==> src/hw/rtl/alle_pkg.sv <==
package alle_pkg;

  // Segments of one pixel: 24 bits, each a high and a low segment.
  localparam int SegsPerPixel = 48;
  // Position of the latch segment that follows the last pixel of a frame.
  localparam int LatchSeg     = SegsPerPixel;
  localparam int SegIdxW      = $clog2(SegsPerPixel + 1);
  localparam int QueueDepth   = 2;
  localparam int CfgIndexW    = 3;
  localparam int CfgDataW     = 16;

  localparam logic [7:0]  BrightnessReset    = 8'd255;
  localparam logic [7:0]  OneHighTicksReset  = 8'd80;
  localparam logic [7:0]  OneLowTicksReset   = 8'd40;
  localparam logic [7:0]  ZeroHighTicksReset = 8'd32;
  localparam logic [7:0]  ZeroLowTicksReset  = 8'd72;
  localparam logic [15:0] LatchLowTicksReset = 16'd8500;

  typedef enum logic [CfgIndexW-1:0] {
    REG_BRIGHTNESS      = 3'd0,
    REG_ONE_HIGH_TICKS  = 3'd1,
    REG_ONE_LOW_TICKS   = 3'd2,
    REG_ZERO_HIGH_TICKS = 3'd3,
    REG_ZERO_LOW_TICKS  = 3'd4,
    REG_LATCH_LOW_TICKS = 3'd5
  } cfg_reg_t;

  typedef struct packed {
    logic [7:0] red_level;
    logic [7:0] green_level;
    logic [7:0] blue_level;
    logic       final_pixel;
  } pixel_t;

  typedef struct packed {
    logic        line_level;
    logic [15:0] segment_ticks;
    logic        run_end;
  } segment_t;

  // Scaled pixel in transmit order: green, red, blue, MSB first.
  typedef struct packed {
    logic [23:0] grb;
    logic        final_pixel;
  } scaled_t;

  typedef struct packed {
    logic [7:0]  one_high_ticks;
    logic [7:0]  one_low_ticks;
    logic [7:0]  zero_high_ticks;
    logic [7:0]  zero_low_ticks;
    logic [15:0] latch_low_ticks;
  } timing_cfg_t;

  // Exact floor(p / 255) for any product of two bytes.
  function automatic logic [7:0] div255(input logic [15:0] p);
    logic [16:0] s;
    s = 17'(p) + 17'(p[15:8]) + 17'd1;
    return s[15:8];
  endfunction

  // A zero length reads as one tick.
  function automatic logic [15:0] at_least_one(input logic [15:0] v);
    return (v == 16'd0) ? 16'd1 : v;
  endfunction

endpackage

==> src/hw/rtl/alle_front.sv <==
module alle_front (
  input  logic             clk,
  input  logic             rst,
  input  logic             pixel_valid,
  output logic             pixel_ready,
  input  alle_pkg::pixel_t pixel,
  input  logic [7:0]       brightness,
  output logic             push_valid,
  input  logic             push_ready,
  output alle_pkg::scaled_t push_data
);
  import alle_pkg::*;

  logic        prod_valid;
  logic [15:0] prod_red;
  logic [15:0] prod_green;
  logic [15:0] prod_blue;
  logic        prod_final;
  logic        take;

  assign pixel_ready = !prod_valid || push_ready;
  assign take        = pixel_valid && pixel_ready;

  always_ff @(posedge clk) begin
    if (rst) begin
      prod_valid <= 1'b0;
    end else if (take) begin
      prod_valid <= 1'b1;
    end else if (push_ready) begin
      prod_valid <= 1'b0;
    end
  end

  always_ff @(posedge clk) begin
    if (take) begin
      prod_red   <= 16'(pixel.red_level) * 16'(brightness);
      prod_green <= 16'(pixel.green_level) * 16'(brightness);
      prod_blue  <= 16'(pixel.blue_level) * 16'(brightness);
      prod_final <= pixel.final_pixel;
    end
  end

  assign push_valid            = prod_valid;
  assign push_data.grb         = {div255(prod_green), div255(prod_red), div255(prod_blue)};
  assign push_data.final_pixel = prod_final;

endmodule

==> src/hw/rtl/alle_queue.sv <==
module alle_queue (
  input  logic              clk,
  input  logic              rst,
  input  logic              push_valid,
  output logic              push_ready,
  input  alle_pkg::scaled_t push_data,
  output logic              pop_valid,
  input  logic              pop,
  output alle_pkg::scaled_t pop_data
);
  import alle_pkg::*;

  localparam int PtrW = (QueueDepth > 1) ? $clog2(QueueDepth) : 1;
  localparam int CntW = $clog2(QueueDepth + 1);

  scaled_t         entries [QueueDepth];
  logic [PtrW-1:0] wr_ptr;
  logic [PtrW-1:0] rd_ptr;
  logic [CntW-1:0] count;
  logic            do_push;
  logic            do_pop;

  assign push_ready = (count != CntW'(QueueDepth));
  assign pop_valid  = (count != '0);
  assign do_push    = push_valid && push_ready;
  assign do_pop     = pop && pop_valid;
  assign pop_data   = entries[rd_ptr];

  function automatic logic [PtrW-1:0] wrap_inc(input logic [PtrW-1:0] p);
    return (p == PtrW'(QueueDepth - 1)) ? '0 : p + PtrW'(1);
  endfunction

  always_ff @(posedge clk) begin
    if (rst) begin
      wr_ptr <= '0;
      rd_ptr <= '0;
      count  <= '0;
    end else begin
      if (do_push) begin
        wr_ptr <= wrap_inc(wr_ptr);
      end
      if (do_pop) begin
        rd_ptr <= wrap_inc(rd_ptr);
      end
      if (do_push && !do_pop) begin
        count <= count + CntW'(1);
      end else if (do_pop && !do_push) begin
        count <= count - CntW'(1);
      end
    end
  end

  always_ff @(posedge clk) begin
    if (do_push) begin
      entries[wr_ptr] <= push_data;
    end
  end

endmodule

==> src/hw/rtl/alle_back.sv <==
module alle_back (
  input  logic                  clk,
  input  logic                  rst,
  input  logic                  q_valid,
  output logic                  q_pop,
  input  alle_pkg::scaled_t     q_data,
  input  alle_pkg::timing_cfg_t timing,
  output logic                  seg_valid,
  input  logic                  seg_ready,
  output alle_pkg::segment_t    seg
);
  import alle_pkg::*;

  logic               busy;
  logic [SegIdxW-1:0] idx;
  logic [23:0]        bits;
  logic               final_r;
  logic               adv;
  logic               last;
  logic               is_latch;
  logic               bit_one;
  segment_t           seg_next;

  assign adv      = busy && (!seg_valid || seg_ready);
  assign is_latch = (idx == SegIdxW'(LatchSeg));
  assign last     = final_r ? is_latch : (idx == SegIdxW'(SegsPerPixel - 1));
  // Load the next pixel as soon as the current one issues its last segment.
  assign q_pop    = q_valid && (!busy || (adv && last));
  assign bit_one  = bits[23];

  always_comb begin
    seg_next.run_end = last;
    if (is_latch) begin
      seg_next.line_level    = 1'b0;
      seg_next.segment_ticks = at_least_one(timing.latch_low_ticks);
    end else if (!idx[0]) begin
      seg_next.line_level    = 1'b1;
      seg_next.segment_ticks = at_least_one(16'(bit_one ? timing.one_high_ticks
                                                         : timing.zero_high_ticks));
    end else begin
      seg_next.line_level    = 1'b0;
      seg_next.segment_ticks = at_least_one(16'(bit_one ? timing.one_low_ticks
                                                         : timing.zero_low_ticks));
    end
  end

  always_ff @(posedge clk) begin
    if (rst) begin
      busy      <= 1'b0;
      idx       <= '0;
      seg_valid <= 1'b0;
    end else begin
      if (adv) begin
        seg_valid <= 1'b1;
      end else if (seg_ready) begin
        seg_valid <= 1'b0;
      end
      if (q_pop) begin
        busy <= 1'b1;
        idx  <= '0;
      end else if (adv) begin
        if (last) begin
          busy <= 1'b0;
        end else begin
          idx <= idx + SegIdxW'(1);
        end
      end
    end
  end

  always_ff @(posedge clk) begin
    if (adv) begin
      seg <= seg_next;
    end
    if (q_pop) begin
      bits    <= q_data.grb;
      final_r <= q_data.final_pixel;
    end else if (adv && idx[0]) begin
      bits <= {bits[22:0], 1'b0};
    end
  end

endmodule

==> src/hw/rtl/addressable_led_line_encoder.sv <==
// Serial encoder for a chain of addressable LEDs.
//
// Pixels arrive on the pixel channel (pixel_valid / pixel_ready), one
// transaction per pixel, carrying red, green and blue levels and a mark for
// the last pixel of a frame. Each level is scaled by the brightness register
// and the three bytes are sent green first, most significant bit first.
// Every bit leaves as two transactions on the seg channel: a high segment and
// a low segment, each with its length in clock ticks. A frame's last pixel
// adds one long low latch segment. run_end flags each pixel's last segment.
//
// The front end registers the products at the accepting edge and scales them
// as it writes the pixel into a two-entry queue; the back end then issues one
// segment per cycle from its output register while the receiver is ready and
// pixels are waiting. A pixel passes the product register, the queue, the
// sequencer's bit register and the output register in that order. The
// sequencer issues 48 segments per pixel, 49 for a frame's last.
// If the receiver stalls, the output register holds its segment and the
// queue fills, after which pixel_ready drops. Configuration writes
// (cfg_valid / cfg_ready) are always accepted and act at once. A synchronous
// reset empties the pipeline and restores the register defaults.
module addressable_led_line_encoder (
  input  logic                               clk,
  input  logic                               rst,
  input  logic                               pixel_valid,
  output logic                               pixel_ready,
  input  alle_pkg::pixel_t                   pixel,
  output logic                               seg_valid,
  input  logic                               seg_ready,
  output alle_pkg::segment_t                 seg,
  input  logic                               cfg_valid,
  output logic                               cfg_ready,
  input  logic [alle_pkg::CfgIndexW-1:0]     cfg_index,
  input  logic [alle_pkg::CfgDataW-1:0]      cfg_data
);
  import alle_pkg::*;

  logic        [7:0] brightness;
  timing_cfg_t       timing;
  logic              push_valid;
  logic              push_ready;
  scaled_t           push_data;
  logic              q_valid;
  logic              q_pop;
  scaled_t           q_data;

  // The register file never stalls a write.
  assign cfg_ready = 1'b1;

  always_ff @(posedge clk) begin
    if (rst) begin
      brightness             <= BrightnessReset;
      timing.one_high_ticks  <= OneHighTicksReset;
      timing.one_low_ticks   <= OneLowTicksReset;
      timing.zero_high_ticks <= ZeroHighTicksReset;
      timing.zero_low_ticks  <= ZeroLowTicksReset;
      timing.latch_low_ticks <= LatchLowTicksReset;
    end else if (cfg_valid && cfg_ready) begin
      // Writes to an index beyond the register list are dropped.
      unique case (cfg_index)
        REG_BRIGHTNESS:      brightness             <= cfg_data[7:0];
        REG_ONE_HIGH_TICKS:  timing.one_high_ticks  <= cfg_data[7:0];
        REG_ONE_LOW_TICKS:   timing.one_low_ticks   <= cfg_data[7:0];
        REG_ZERO_HIGH_TICKS: timing.zero_high_ticks <= cfg_data[7:0];
        REG_ZERO_LOW_TICKS:  timing.zero_low_ticks  <= cfg_data[7:0];
        REG_LATCH_LOW_TICKS: timing.latch_low_ticks <= cfg_data;
        default: ;
      endcase
    end
  end

  // Front end: brightness scaling.
  alle_front u_front (
    .clk         (clk),
    .rst         (rst),
    .pixel_valid (pixel_valid),
    .pixel_ready (pixel_ready),
    .pixel       (pixel),
    .brightness  (brightness),
    .push_valid  (push_valid),
    .push_ready  (push_ready),
    .push_data   (push_data)
  );

  // Decouples the scaler from the segment sequencer.
  alle_queue u_queue (
    .clk        (clk),
    .rst        (rst),
    .push_valid (push_valid),
    .push_ready (push_ready),
    .push_data  (push_data),
    .pop_valid  (q_valid),
    .pop        (q_pop),
    .pop_data   (q_data)
  );

  // Back end: one segment per cycle into the output register while the receiver is ready.
  alle_back u_back (
    .clk       (clk),
    .rst       (rst),
    .q_valid   (q_valid),
    .q_pop     (q_pop),
    .q_data    (q_data),
    .timing    (timing),
    .seg_valid (seg_valid),
    .seg_ready (seg_ready),
    .seg       (seg)
  );

endmodule

==> config.mk <==
export PLATFORM = sky130hd
export DESIGN_NAME = addressable_led_line_encoder
export DESIGN_NICKNAME = d
export VERILOG_FILES = /design/src/hw/rtl/alle_pkg.sv /design/src/hw/rtl/alle_front.sv /design/src/hw/rtl/alle_queue.sv /design/src/hw/rtl/alle_back.sv /design/src/hw/rtl/addressable_led_line_encoder.sv
export SDC_FILE = /design/constraint.sdc
export NUM_CORES = 1
export LEC_CHECK = 0
export ABC_AREA = 1
export BUFFER_PORTS_ARGS = -buffer_cell sky130_fd_sc_hd__buf_2
export CAP_MARGIN = 10
export CELL_PAD_IN_SITES_DETAIL_PLACEMENT = 0
export CELL_PAD_IN_SITES_GLOBAL_PLACEMENT = 2
export CORE_MARGIN = 4
export CORE_UTILIZATION = 39
export DETAILED_ROUTE_END_ITERATION = 10
export PLACE_DENSITY = 0.83
export SYNTH_ARGS = -nofsm -noshare
export SYNTH_HDL_FRONTEND = slang
export SYNTH_SLANG_ARGS = --single-unit
==> constraint.sdc <==
create_clock -name clk -period 4.6 [get_ports clk]
set_input_delay 0.46 -clock clk [delete_from_list [all_inputs] [get_ports clk]]
set_output_delay 0.46 -clock clk [all_outputs]
set_load 0.05 [all_outputs]
# Word-level counts from Yosys, hierarchy flattened

Memories as Yosys holds them, arrays and structs flattened. A register that Yosys moved wholly into a read port is not among the register bits.
Cells that the tools add are included.

Input port bits: 49
Memories kept: 1
RAM bits: 50
Logic and storage cells: 108
Output and inout bits: 21
Register bits after elaboration: 161

Memories:

| name            | depth | width | read ports | clocked after memory_dff | write ports | RTL line         | text |
|---|---|---|---|---|---|---|---|
| u_queue.entries | 2     | 25    | 1          | 1                        | 1           | alle_queue.sv:16 | `scaled_t entries [QueueDepth];` |

$add $sub $neg: 11
Eq/ne operators: 8
Mux-type cells: 25
Reduce and logical (&&, ||, !) cells: 37
Multipliers: 3
Bitwise logic cells: 1

Operators with widths:

| operator                                                        | count |
|---|---|
| 16-bit 2-to-1 mux                                               | 4 |
| 16-bit by 1-bit adder with 16-bit output, second input constant | 3 |
| 16-bit by 8-bit adder with 16-bit output                        | 3 |
| 16-bit logical NOT                                              | 3 |
| 8-bit by 8-bit multiplier with 16-bit output                    | 3 |
| 24-bit 2-to-1 mux                                               | 2 |
| 17-bit 2-to-1 mux                                               | 1 |
| 8-bit 2-to-1 mux                                                | 2 |
| 2-bit AND reduction                                             | 8 |
| 1-bit 2-to-1 mux                                                | 14 |
| 2-bit nonzero test                                              | 7 |
| 6-bit == test, second input constant                            | 2 |
| 1-bit logical AND                                               | 9 |
| 6-bit by 1-bit adder with 6-bit output, second input constant   | 1 |
| 3-bit by 2-bit == test with 1-bit output, second input constant | 2 |
| 3-bit == test, second input constant                            | 2 |
| 1-bit logical NOT                                               | 5 |
| 2-bit 2-to-1 mux                                                | 2 |
| 3-bit by 1-bit == test with 1-bit output, second input constant | 1 |
| 3-bit logical NOT                                               | 1 |
| 1-bit logical OR                                                | 3 |
| 1-bit adder, second input constant                              | 2 |
| 2-bit by 1-bit adder with 2-bit output, second input constant   | 1 |
| 2-bit inequality test, second input constant                    | 1 |
| other kinds (3)                                                 | 3 |

# Depth between registers and ports, before layout

Gate-level depths: netlist of run 1.

Depth after elaboration: 10
Depth in mapped cells: 23
Mapped depth without buffers: 21

# Modules after synthesis

Synthesis of run 1 repeated with hierarchy kept, for this count alone.

Cells, all modules: 2271
Area total of the unflattened synthesis: 17346.6 um^2

Modules (own cells, without submodules):

| module                       | area an instance (um^2) | cells each | times used | seq. area each (um^2) |
|---|---|---|---|---|
| alle_front                   | 10341.2                 | 1520       | 1          | 1491.4 |
| alle_back                    | 2671.3                  | 321        | 1          | 1451.4 |
| addressable_led_line_encoder | 2185.8                  | 315        | 1          | 1121.1 |
| alle_queue                   | 2148.3                  | 115        | 1          | 1601.5 |

# Worst setup path before layout of run 1

OpenSTA, ideal clock, no wires.

Kind: register -> register
From: register brightness[7]
To: register u_front.prod_red[14] (data pin)
Period minus slack after synthesis: 4.226 ns
Slack: 0.374 ns
Setup time: 0.252 ns
Stages on the path, launching flop included: 22
Data required time: 4.348 ns
Buffers on the path: 2
Arrival: 3.974 ns
Cell sequence: dfxtp_1 > clkbuf_1 > clkbuf_1 > nand2_1 > fa_1 > fa_1 > inv_1 > fa_1 > inv_1 > fa_1 > inv_1 > ha_1 > nand2_1 > nand2_1 > inv_1 > nor2_1 > nor2_1 > nand2_1 > nand2_1 > nand2_1 > nand2_1 > nand2_1

Word-level cells in the longest chain between the ends: 1

RTL lines:

| what                                         | RTL line                           | text |
|---|---|---|
| start: declaration                           | addressable_led_line_encoder.sv:37 | `logic [7:0] brightness;` |
| start signal: assignment                     | addressable_led_line_encoder.sv:51 | `brightness <= BrightnessReset;` |
| start signal: assignment                     | addressable_led_line_encoder.sv:60 | `REG_BRIGHTNESS: brightness <= cfg_data[7:0];` |
| 8-bit by 8-bit multiplier with 16-bit output | alle_front.sv:36                   | `prod_red <= 16'(pixel.red_level) * 16'(brightness);` |
| end signal: assignment                       | alle_front.sv:36                   |  |
| end: declaration                             | alle_front.sv:15                   | `logic [15:0] prod_red;` |

Every way passes these cells.
A chain may end at the register's enable or synchronous reset.

# Worst setup path after layout of run 1

From: register brightness[3]
To: register u_front.prod_blue[15] (data pin)

Word-level cells in the longest chain between the ends: 1

RTL lines:

| what                                         | RTL line         | text |
|---|---|---|
| 8-bit by 8-bit multiplier with 16-bit output | alle_front.sv:38 | `prod_blue <= 16'(pixel.blue_level) * 16'(brightness);` |
| end signal: assignment                       | alle_front.sv:38 |  |
| end: declaration                             | alle_front.sv:17 | `logic [15:0] prod_blue;` |

Every way passes these cells.

==> reports/qor.csv, run 1 <==
metric,value,unit
row cnt,74,
maxcap violations,0,
Inserted Diodes,0,
initial DRC count,686,
hold buffers post-CTS,0,
worst-path maximum fanout,15,
r2r startpoint,brightness[3],
Mapped Cells,1979,
Static Leakage,9.19,nW
first-pass GRT wire length,60.7,mm
vias in the first global route,12143,
Die Ht,212,um
relative slew slack,23.1,%
clock slew seen by the registers of the worst setup and hold paths,0.06,ns
nets@finish,2307,
ranking of synthesized cells by area,"edfxtp_1, fa_1, nand2_1",
Post-Synth Adder-Cell Area,23.4,%
Yosys top cell area share,26.2,%
combinational power share,55.1,%
die area,0.0451,mm^2
overall routed net length,35.5,mm
Worst R2R Path Depth,15,
"most used cell, CP",fa_1,
"commonest non-fill, non-tap cells in the layout","nand2_1, inv_1, nor2_1, edfxtp_1, ha_1",
critical path arrival,4.47,ns
Post-Synth Simple-Gate Area,19.4,%
FF-to-FF End,u_front.prod_blue[15],
GRT Total Usage,16.2,%
floorplan core area,0.0411,mm^2
Crit path largest cell delay,0.49,ns
DRT Pass-1 Iters,5,
CTS Buf Count,25,
Worst Setup EP,u_front.prod_blue[15],
VDD IR max,0.249,mV
mean area per synthesized cell,8.24,um^2
via/cell ratio,4.71,
H-Tree Depth,1,
Detail Route Antenna Nets,0,
hold slack,0.116,ns
CTS tree,done,
DRC viols,0,
Clock Tree Root,clkbuf_16,
Setup crit start kind,flop,
clk sink count,212,
initial antenna violation count,0,
IO Port Bufs,68,
worst setup path startpoint,brightness[3],
# setup viols final,0,
"most common cell after layout, fill and taps aside",nand2_1,
DR vias,12103,
Final Slew Violations,0,
register area share after synthesis,34.7,%
post-CTS setup buffers,0,
Worst Hold Class,input pin to flop,
Area growth syn-to-layout,10.1,%
routability cong.,0.805,
dpl ws,0.188,ns
"FF+latch count, synth",212,
outcome,completed,
syn nets,2268,
"area leader, netlist",edfxtp_1,
Post-DP HPWL,27.1,mm
fraction of layout cells with a size suffix above 1,9.38,%
total gr overflow,0,
clock share of power,15.8,%
post-synthesis mux area share,1.41,%
Final WS setup,0.393,ns
fin crit period,4.21,ns
switching pwr,5.24,mW
Reg2Reg Setup Slack,0.39,ns
"Hold Violations, Final",0,
CP required,4.86,ns
Ports,70,
main combinational cell family by area after synthesis,adder cells,
Synth Area in Compound Gates,7.32,%
Post-Syn Area,0.0163,mm^2
crit end category,flop,
slowest CP cell,fa_1,
Max clock buf depth,3,
Reg power frac,29.0,%
Syn. warnings,0,
DIE WIDTH,212,um
Switching Share,44.9,%
fin crit share,91.5,%
skew final,0.0257,ns
RSZ-0062 raised after global routing,no,
pin count of the biggest net entering global routing,61,
XOR/XNOR Fraction of Synth Area,1.93,%
CP Cell Sequence,buf_4 > nand2_1 > inv_1 > fa_1 > fa_1 > inv_1 > fa_1 > fa_1 > inv_1 > ha_1 > nand2_1 > o21ai_0 > nand4_1 > nand4_1 > nand2_1,
WL/cell,13.8,um
Worst Tran Pin Value,1.15,ns
"Distinct cells, synth",39,
setup TNS,0,ns
Layout Utilization,43.7,%
Initial Utilization,39.7,%
kind of critical path,flop to flop,
"Clk Latency, worst-skew pair",0.54,ns
Achievable Freq,238,MHz
pwr dens,650,mW/mm^2
P_int,6.43,mW
==> cell usage after synthesis (all sizes together) <==
library cell	n
a21o	3
clkinv	1
xnor2	12
nand3	68
or3	1
mux2i	23
o21a	2
conb	1
dfxtp	70
edfxtp	142
fa	108
o21ai	116
ha	132
nand4	18
xor2	24
a21oi	72
inv	420
nor3	7
o211ai	10
buf	16
clkbuf	58
nor2	148
nand2	508
nand3b	11
a31oi	5
o21bai	2
or2	1
==> critical path, delay by kind of cell, from the launching register on <==
| kind | cells | cell delay [ns] |
|---|---|---|
| AND/OR/NAND/NOR | 5 | 0.51 |
| adder cells (fa/ha/maj) | 5 | 2.23 |
| flip-flops | 1 | 0.43 |
| buffers and inverters | 4 | 0.34 |
| AO/OA/AOI/OAI | 1 | 0.41 |
==> area by class of cell <==
class | count | area (um^2)
clock buffer | 28 | 647
clock inverter | 18 | 124
fill | 4185 | 23200
inverter | 421 | 1580
multi-input combinational | 1272 | 8720
sequential | 212 | 5670
tap | 532 | 666
timing repair buffer | 86 | 538
==> stage by stage <==
stage	instances	cell area, um^2	power, mW
2_1_floorplan	1979	16300	8.43
3_3_place_gp	2523	17200	9.89
3_5_place_dp	2523	17200	9.92
4_1_cts	2569	17900	11.8
5_1_grt	2569	17900	13.0
6_report	2569	17900	11.7
==> logic make-up after synthesis <==
family	count (synthesis)
AOI/OAI and AO/OA	210
xor gates and xnor gates	36
adders and majority gates	240
buffers and inverters	495
DFF	212
muxes	23
other	1
and+or+nand+nor	762
==> per-layer routing <==
| layer | global-route usage, % | share of wire [%] | routed length (um) |
|---|---|---|---|
| met5 | 0 | 0 | 0 |
| met4 | 3.38 | 1.6 | 551 |
| met3 | 1.55 | 3.4 | 1220 |
| met2 | 26.6 | 45 | 15900 |
| met1 | 23.5 | 50 | 17800 |
==> sequential cells by signal, summed over array words and instances (netlist names), 2 cells and up, named ones only <==
| register | count |
|---|---|
| u_back.bits | 24 |
| timing | 48 |
| u_back.idx | 6 |
| u_front.prod_blue | 16 |
| u_front.prod_green | 16 |
| u_queue.entries | 50 |
| u_queue.count | 2 |
| u_back.seg | 18 |
| brightness | 8 |
| u_front.prod_red | 16 |
==> repair_timing <==
action / CTS / global route
setup endpoints to repair: 0 / 13
resized for setup: 0 / 2
hold endpoints to repair: 0 / 0
==> worst min-delay path by stage <==
| stage | slack [ns] | cells after the start | startpoint | endpoint |
|---|---|---|---|---|
| global route | 0.1 | 1 | pixel[0] | u_front.prod_final |
| global placement | 0.43 | 2 | timing[44] | timing[44] |
| detailed placement | 0.44 | 2 | timing[44] | timing[44] |
| floorplan | 0.42 | 2 | timing[29] | timing[29] |
| CTS | 0.09 | 1 | pixel[0] | u_front.prod_final |
| finish | 0.12 | 1 | pixel[0] | u_front.prod_final |
==> power groups by stage <==
stage                     Sequential, mW  Clock [mW]  Combinational (mW)
after floorplan                     3.44           0                4.99
after global placement              3.42           0                6.47
after detailed placement            3.43           0                6.49
after CTS                           3.39        1.91                6.54
after global routing                3.45        2.00                7.54
final                               3.39        1.85                6.44
Note: power is estimated with default switching activity, not from simulation.
==> run 2: changes to the inputs <==
--- a/config.mk
+++ b/config.mk
@@ -8,12 +8,10 @@
 export ABC_AREA = 1
 export BUFFER_PORTS_ARGS = -buffer_cell sky130_fd_sc_hd__buf_2
 export CAP_MARGIN = 10
-export CELL_PAD_IN_SITES_DETAIL_PLACEMENT = 0
-export CELL_PAD_IN_SITES_GLOBAL_PLACEMENT = 2
 export CORE_MARGIN = 4
-export CORE_UTILIZATION = 39
+export CORE_UTILIZATION = 53
 export DETAILED_ROUTE_END_ITERATION = 10
-export PLACE_DENSITY = 0.83
+export PLACE_DENSITY = 0.71
 export SYNTH_ARGS = -nofsm -noshare
 export SYNTH_HDL_FRONTEND = slang
 export SYNTH_SLANG_ARGS = --single-unit
==> reports/qor.csv, run 2 (synthesized netlist as in run 1, its figures left out) <==
metric,value,unit,change
fin crit period,4.26,ns,+0.0568 ns
H-Tree Depth,1,,unchanged
die area,0.0336,mm^2,-25%
Ports,70,,unchanged
crit end category,flop,,
Regs by FF count,"u_queue.entries (50), timing (48), u_back.bits (24)",,
initial antenna violation count,0,,unchanged
via/cell ratio,5.08,,+7.8%
Area growth syn-to-layout,8.89,%,
Final Slew Violations,0,,unchanged
M1 wire length,15.2,mm,-15%
kind of critical path,flop to flop,,
IO Port Bufs,68,,unchanged
initial DRC count,852,,+24%
CTS tree,done,,
row cnt,63,,-15%
"commonest non-fill, non-tap cells in the layout","nand2_1, inv_1, nor2_1, edfxtp_1, ha_1",,
Detail Route Antenna Nets,0,,unchanged
critical path arrival,4.54,ns,+0.07 ns
DRC viols,0,,unchanged
DR WL met3,1.57,mm,+29%
Achievable Freq,235,MHz,-1.3%
nets@finish,2306,,-0.043%
maxcap violations,0,,unchanged
uppermost layer routed,met4,,
total gr overflow,0,,unchanged
Max clock buf depth,3,,unchanged
DIE WIDTH,183,um,-14%
clock slew seen by the registers of the worst setup and hold paths,0.06,ns,about the same
Clock Tree Root,clkbuf_16,,
CTS Buf Count,24,,-4.0%
Worst Tran Pin Value,0.722,ns,-0.431 ns
setup TNS,0,ns,unchanged
pwr dens,657,mW/mm^2,+1.0%
Post-DP HPWL,24.5,mm,-9.6%
worst-path maximum fanout,22,,+7
dpl ws,0.121,ns,-0.0671 ns
WL/cell,13.3,um,-3.5%
Initial Utilization,54.4,%,+15 points
filler instances,2698,,-36%
DR vias,12311,,+1.7%
# setup viols final,0,,unchanged
Die Ht,183,um,-14%
RSZ-0062 raised after global routing,no,,
pin count of the biggest net entering global routing,61,,unchanged
GRT Total Usage,19.7,%,+3.5 points
skew final,0.0164,ns,-0.00938 ns
number of flip-flops in the largest register,50,,unchanged
multi-input logic area,0.00872,mm^2,unchanged
fraction of layout cells with a size suffix above 1,9.39,%,about the same
Final WS setup,0.336,ns,-0.0568 ns
routability cong.,0.847,,+5.3%
vias in the first global route,12181,,+0.31%
Seq. cell area,0.00567,mm^2,about the same
first-pass GRT wire length,56.5,mm,-6.9%
VDD IR max,0.403,mV,+62%
relative slew slack,51.8,%,+29 points
clk sink count,212,,unchanged
CP required,4.87,ns,about the same
"Hold Violations, Final",0,,unchanged
overall routed net length,32.3,mm,-8.9%
DRT Pass-1 Iters,8,,+3
floorplan core area,0.0300,mm^2,-27%
"most common cell after layout, fill and taps aside",nand2_1,,
Worst Hold Class,input pin to flop,,
fin crit share,92.7,%,+1.2 points
"Clk Latency, worst-skew pair",0.52,ns,-0.02 ns
Biggest register,u_queue.entries,,
Static Leakage,9.18,nW,-0.15%
Layout Utilization,59.3,%,+16 points
met2 routed WL,15.3,mm,-4.1%
Inserted Diodes,0,,unchanged
outcome,completed,,
hold buffers post-CTS,0,,unchanged
Setup crit start kind,flop,,
==> run 2: changes by cell type in the layout (fill, tap and decap cells not counted) <==
cell       change
buf_12         -3
buf_4          +3
bufinv_16      +2
clkbuf_1       +5
clkbuf_16      -1
clkinv_1       -6
clkinv_4       +1
clkinv_8       +1
dfxtp_1        -1
dfxtp_2        +1
inv_6          -4
==> run 2: metrics by stage <==
| step | total power, mW | instances | area [um^2] | hold WS [ns] |
|---|---|---|---|---|
| 6_report | 11.7 | 2425 | 17800 | 0.131 |
| 5_1_grt | 12.9 | 2425 | 17800 | 0.122 |
| 4_1_cts | 11.7 | 2425 | 17700 | 0.115 |
| 3_5_place_dp | 9.78 | 2381 | 17000 | 0.442 |
| 3_3_place_gp | 9.65 | 2381 | 17000 | 0.432 |
| 2_1_floorplan | 8.43 | 1979 | 16300 | 0.421 |
==> run 2: cell type report <==
class                      instances  area share [%]
multi-input combinational       1272            49.1
sequential                       212            31.9
inverter                         421            8.90
clock buffer                      32            3.61
timing repair buffer              86            2.82
tap                              390            2.75
clock inverter                    12           0.853
==> run 2: path summary, 6_finish.rpt <==
| path | start | endpoint | slack [ns] | cells after the start |
|---|---|---|---|---|
| hold / removal | pixel[0] | u_front.prod_final | 0.13 | 1 |
| setup / recovery | brightness[7] | u_front.prod_green[15] | 0.34 | 16 |
| hold reg to reg | timing[26] | timing[26] | 0.45 | 2 |
| setup reg to reg | brightness[7] | u_front.prod_green[15] | 0.34 | 16 |
==> run 2: worst max-delay path: stages, from the launching register on <==
cell     delay, ns
dfxtp_1       0.45
buf_4         0.33
nand2_1       0.08
inv_1         0.07
fa_1          0.45
fa_1          0.47
fa_1          0.49
inv_1         0.05
fa_1          0.47
inv_1         0.04
ha_1          0.33
a21oi_1       0.27
nor2_1        0.08
o21ai_0       0.21
nand3_1       0.10
nand2_1       0.07
nand2_1       0.04
==> run 2: repair_timing <==
item                                    in CTS  in global routing
endpoints found under the setup margin       0                 20
gates resized for setup                      0                  3
setup buffers                                0                  0
==> run 2: report_power, final <==
group          total, mW  internal [mW]  switching [mW]
clock               1.89           1.15           0.743
sequential          3.37           3.02           0.352
combinational       6.40           2.34            4.05
total               11.7           6.51            5.15
==> run 2: per-layer routing <==
metal	vias up	track usage, %
met5	-	0
met4	0	2.95
met3	20	2.26
met2	262	33.8
met1	5807	27.7
li1	6222	-
==> run 3: changes to the inputs <==
--- a/config.mk
+++ b/config.mk
@@ -5,7 +5,6 @@
 export SDC_FILE = /design/constraint.sdc
 export NUM_CORES = 1
 export LEC_CHECK = 0
-export ABC_AREA = 1
 export BUFFER_PORTS_ARGS = -buffer_cell sky130_fd_sc_hd__buf_2
 export CAP_MARGIN = 10
 export CORE_MARGIN = 4
==> reports/qor.csv, run 3 <==
metric,value,unit,change
ranking of synthesized cells by area,"edfxtp_1, fa_1, ha_1",,
crit end category,flop,,
routability cong.,0.842,,-0.61%
Async SR Flop Fraction,0,%,unchanged
total gr overflow,0,,unchanged
fraction of layout cells with a size suffix above 1,10.7,%,+1.3 points
Die Ht,176,um,-3.8%
Crit path largest cell delay,0.54,ns,+0.05 ns
CP Cell Sequence,nand2_1 > fa_1 > fa_1 > inv_1 > fa_1 > inv_1 > fa_1 > inv_1 > ha_1 > a21oi_1 > a21bo_2 > o22a_1 > a221oi_2 > xnor2_1,,
Achievable Freq,229,MHz,-2.3%
clock slew seen by the registers of the worst setup and hold paths,0.06,ns,about the same
CTS Buf Count,23,,-4.2%
setup TNS,0,ns,unchanged
most frequent cells after synthesis,"nand2_1, inv_1, and2_1",,
row cnt,61,,-3.2%
nets@finish,1802,,-22%
number of gates resized after CTS,0,,unchanged
Final WS setup,0.235,ns,-0.101 ns
Setup crit start kind,flop,,
outcome,completed,,
Mapped Cells,1438,,-27%
uppermost layer routed,met4,,
"Distinct cells, synth",65,,+67%
Post-DP HPWL,22.2,mm,-9.6%
floorplan core area,0.0279,mm^2,-7.0%
DR vias,10188,,-17%
DR WL met3,1.13,mm,-28%
Worst Hold Class,input pin to flop,,
slowest CP cell,fa_1,,
Max clock buf depth,3,,unchanged
post-CTS setup buffers,0,,unchanged
CP required,4.84,ns,-0.03 ns
DIE WIDTH,176,um,-3.8%
IO Port Bufs,68,,unchanged
Syn. warnings,0,,unchanged
kind of critical path,flop to flop,,
top-count cell post-synth,nand2_1,,
Initial Utilization,53.9,%,-0.52 points
dpl ws,0.0429,ns,-0.0782 ns
Static Leakage,7.19,nW,-22%
register area share after synthesis,37.7,%,+3.0 points
vias in the first global route,10254,,-16%
pwr dens,656,mW/mm^2,-0.13%
fin crit share,94.9,%,+2.2 points
critical path arrival,4.61,ns,+0.07 ns
first-pass GRT wire length,49.8,mm,-12%
Ports,70,,unchanged
design area,0.0167,mm^2,-6.0%
Pwr Total,10.9,mW,-6.1%
overall routed net length,29.2,mm,-9.6%
Worst Tran Pin Value,1.17,ns,+0.451 ns
GRT Total Usage,19.1,%,-0.54 points
Post-synth top flop,edfxtp_1,,
M1 wire length,13.7,mm,-10%
Post-synth EDFFs,142,,unchanged
Clock Tree Root,clkbuf_16,,
skew final,0.0304,ns,+0.0140 ns
clk sink count,212,,unchanged
Final Slew Violations,0,,unchanged
DRT Pass-1 Iters,5,,-3
hold buffers post-CTS,0,,unchanged
syn nets,1727,,-24%
DRC viols,0,,unchanged
Regs by FF count,"u_queue.entries (50), timing (48), u_back.bits (24)",,
Detail Route Antenna Nets,0,,unchanged
"commonest non-fill, non-tap cells in the layout","nand2_1, inv_1, and2_1",,
Area growth syn-to-layout,11.1,%,
Inserted Diodes,0,,unchanged
CTS tree,done,,
relative slew slack,21.8,%,-30 points
"Clk Latency, worst-skew pair",0.52,ns,about the same
"most common cell after layout, fill and taps aside",nand2_1,,
number of flip-flops in the largest register,50,,unchanged
via/cell ratio,5.34,,+5.2%
initial antenna violation count,0,,unchanged
initial DRC count,468,,-45%
H-Tree Depth,1,,unchanged
# setup viols final,0,,unchanged
WL/cell,15.3,um,+15%
fin crit period,4.36,ns,+0.101 ns
met2 routed WL,14.1,mm,-8.0%
pin count of the biggest net entering global routing,66,,+8.2%
placed cell areas,0.0159,mm^2,-6.2%
"FF+latch count, synth",212,,unchanged
Biggest register,u_queue.entries,,
mean area per synthesized cell,10.4,um^2,+27%
RSZ-0062 raised after global routing,no,,
worst-path maximum fanout,15,,-32%
die area,0.0311,mm^2,-7.6%
"area leader, netlist",edfxtp_1,,
"most used cell, CP",fa_1,,
VDD IR max,0.428,mV,+6.3%
maxcap violations,0,,unchanged
Yosys top cell area share,28.4,%,+2.2 points
"Hold Violations, Final",0,,unchanged
Post-Syn Area,0.0150,mm^2,-7.9%
-- run 3: cell count changes after synthesis, moves of 21 or more --
cell     before  now
nand3_1      66   13
o21ai_2      23    0
inv_1       419  164
a21oi_1      70   91
xnor2_1      12   40
and2_1        0  158
nand2_2      27    0
nand2_1     479  169
o21ai_0      93   15
nor2_1      144   63
-- run 3: kinds of logic after synthesis --
logic type,Yosys count,share of synthesized area [%]
xor+xnor,63,3.67
mux,49,3.92
compound gates,159,6.37
other cells,1,0.0250
simple gates,506,17.5
fa+ha+maj,240,25.4
buf+inv,208,5.36
flops,212,37.7
-- run 3: final timing paths --
path | cells after the start | slack [ns] | startpoint | to
setup / recovery | 14 | 0.24 | brightness[2] | u_front.prod_blue[15]
hold reg to reg | 2 | 0.46 | timing[40] | timing[40]
setup reg to reg | 14 | 0.24 | brightness[2] | u_front.prod_blue[15]
hold / removal | 1 | 0.12 | pixel[0] | u_front.prod_final
-- run 3: layout make-up --
type | instances | area (um^2)
Sequential cell | 212 | 5670
Tap cell | 378 | 473
Inverter | 164 | 616
Fill cell | 2354 | 11200
Clock buffer | 30 | 602
Clock inverter | 12 | 160
Multi-Input combinational cell | 1018 | 8580
Timing Repair Buffer | 94 | 586
-- run 3: through the flow --
stage          utilization, %  hold WS [ns]  cells
6_report                 59.9         0.117   1908
3_5_place_dp             57.1         0.448   1866
3_3_place_gp             57.1         0.442   1866
5_1_grt                  59.9         0.101   1908
2_1_floorplan               -         0.421   1438
4_1_cts                  59.8        0.0968   1908
-- run 3: metal layers --
metal | global-route usage (%) | vias to the layer above
li1 | - | 4965
met1 | 27.8 | 5018
met2 | 32.0 | 171
met3 | 1.93 | 34
met4 | 3.51 | 0
met5 | 0 | -
-- run 3: report_power, final --
group	internal [mW]	leakage, nW	switching (mW)
clock	1.10	0.359	0.728
combinational	2.56	4.92	3.20
sequential	3.03	1.91	0.324
total	6.70	7.19	4.25
-- run 3: critical path, delay by kind of cell, from the launching register on --
kind / cells / cell delay (ns)
adder cells (fa/ha/maj): 5 / 2.36
AO/OA/AOI/OAI: 4 / 0.89
flip-flops: 1 / 0.49
buffers and inverters: 3 / 0.14
AND/OR/NAND/NOR: 1 / 0.12
XOR/XNOR: 1 / 0.09
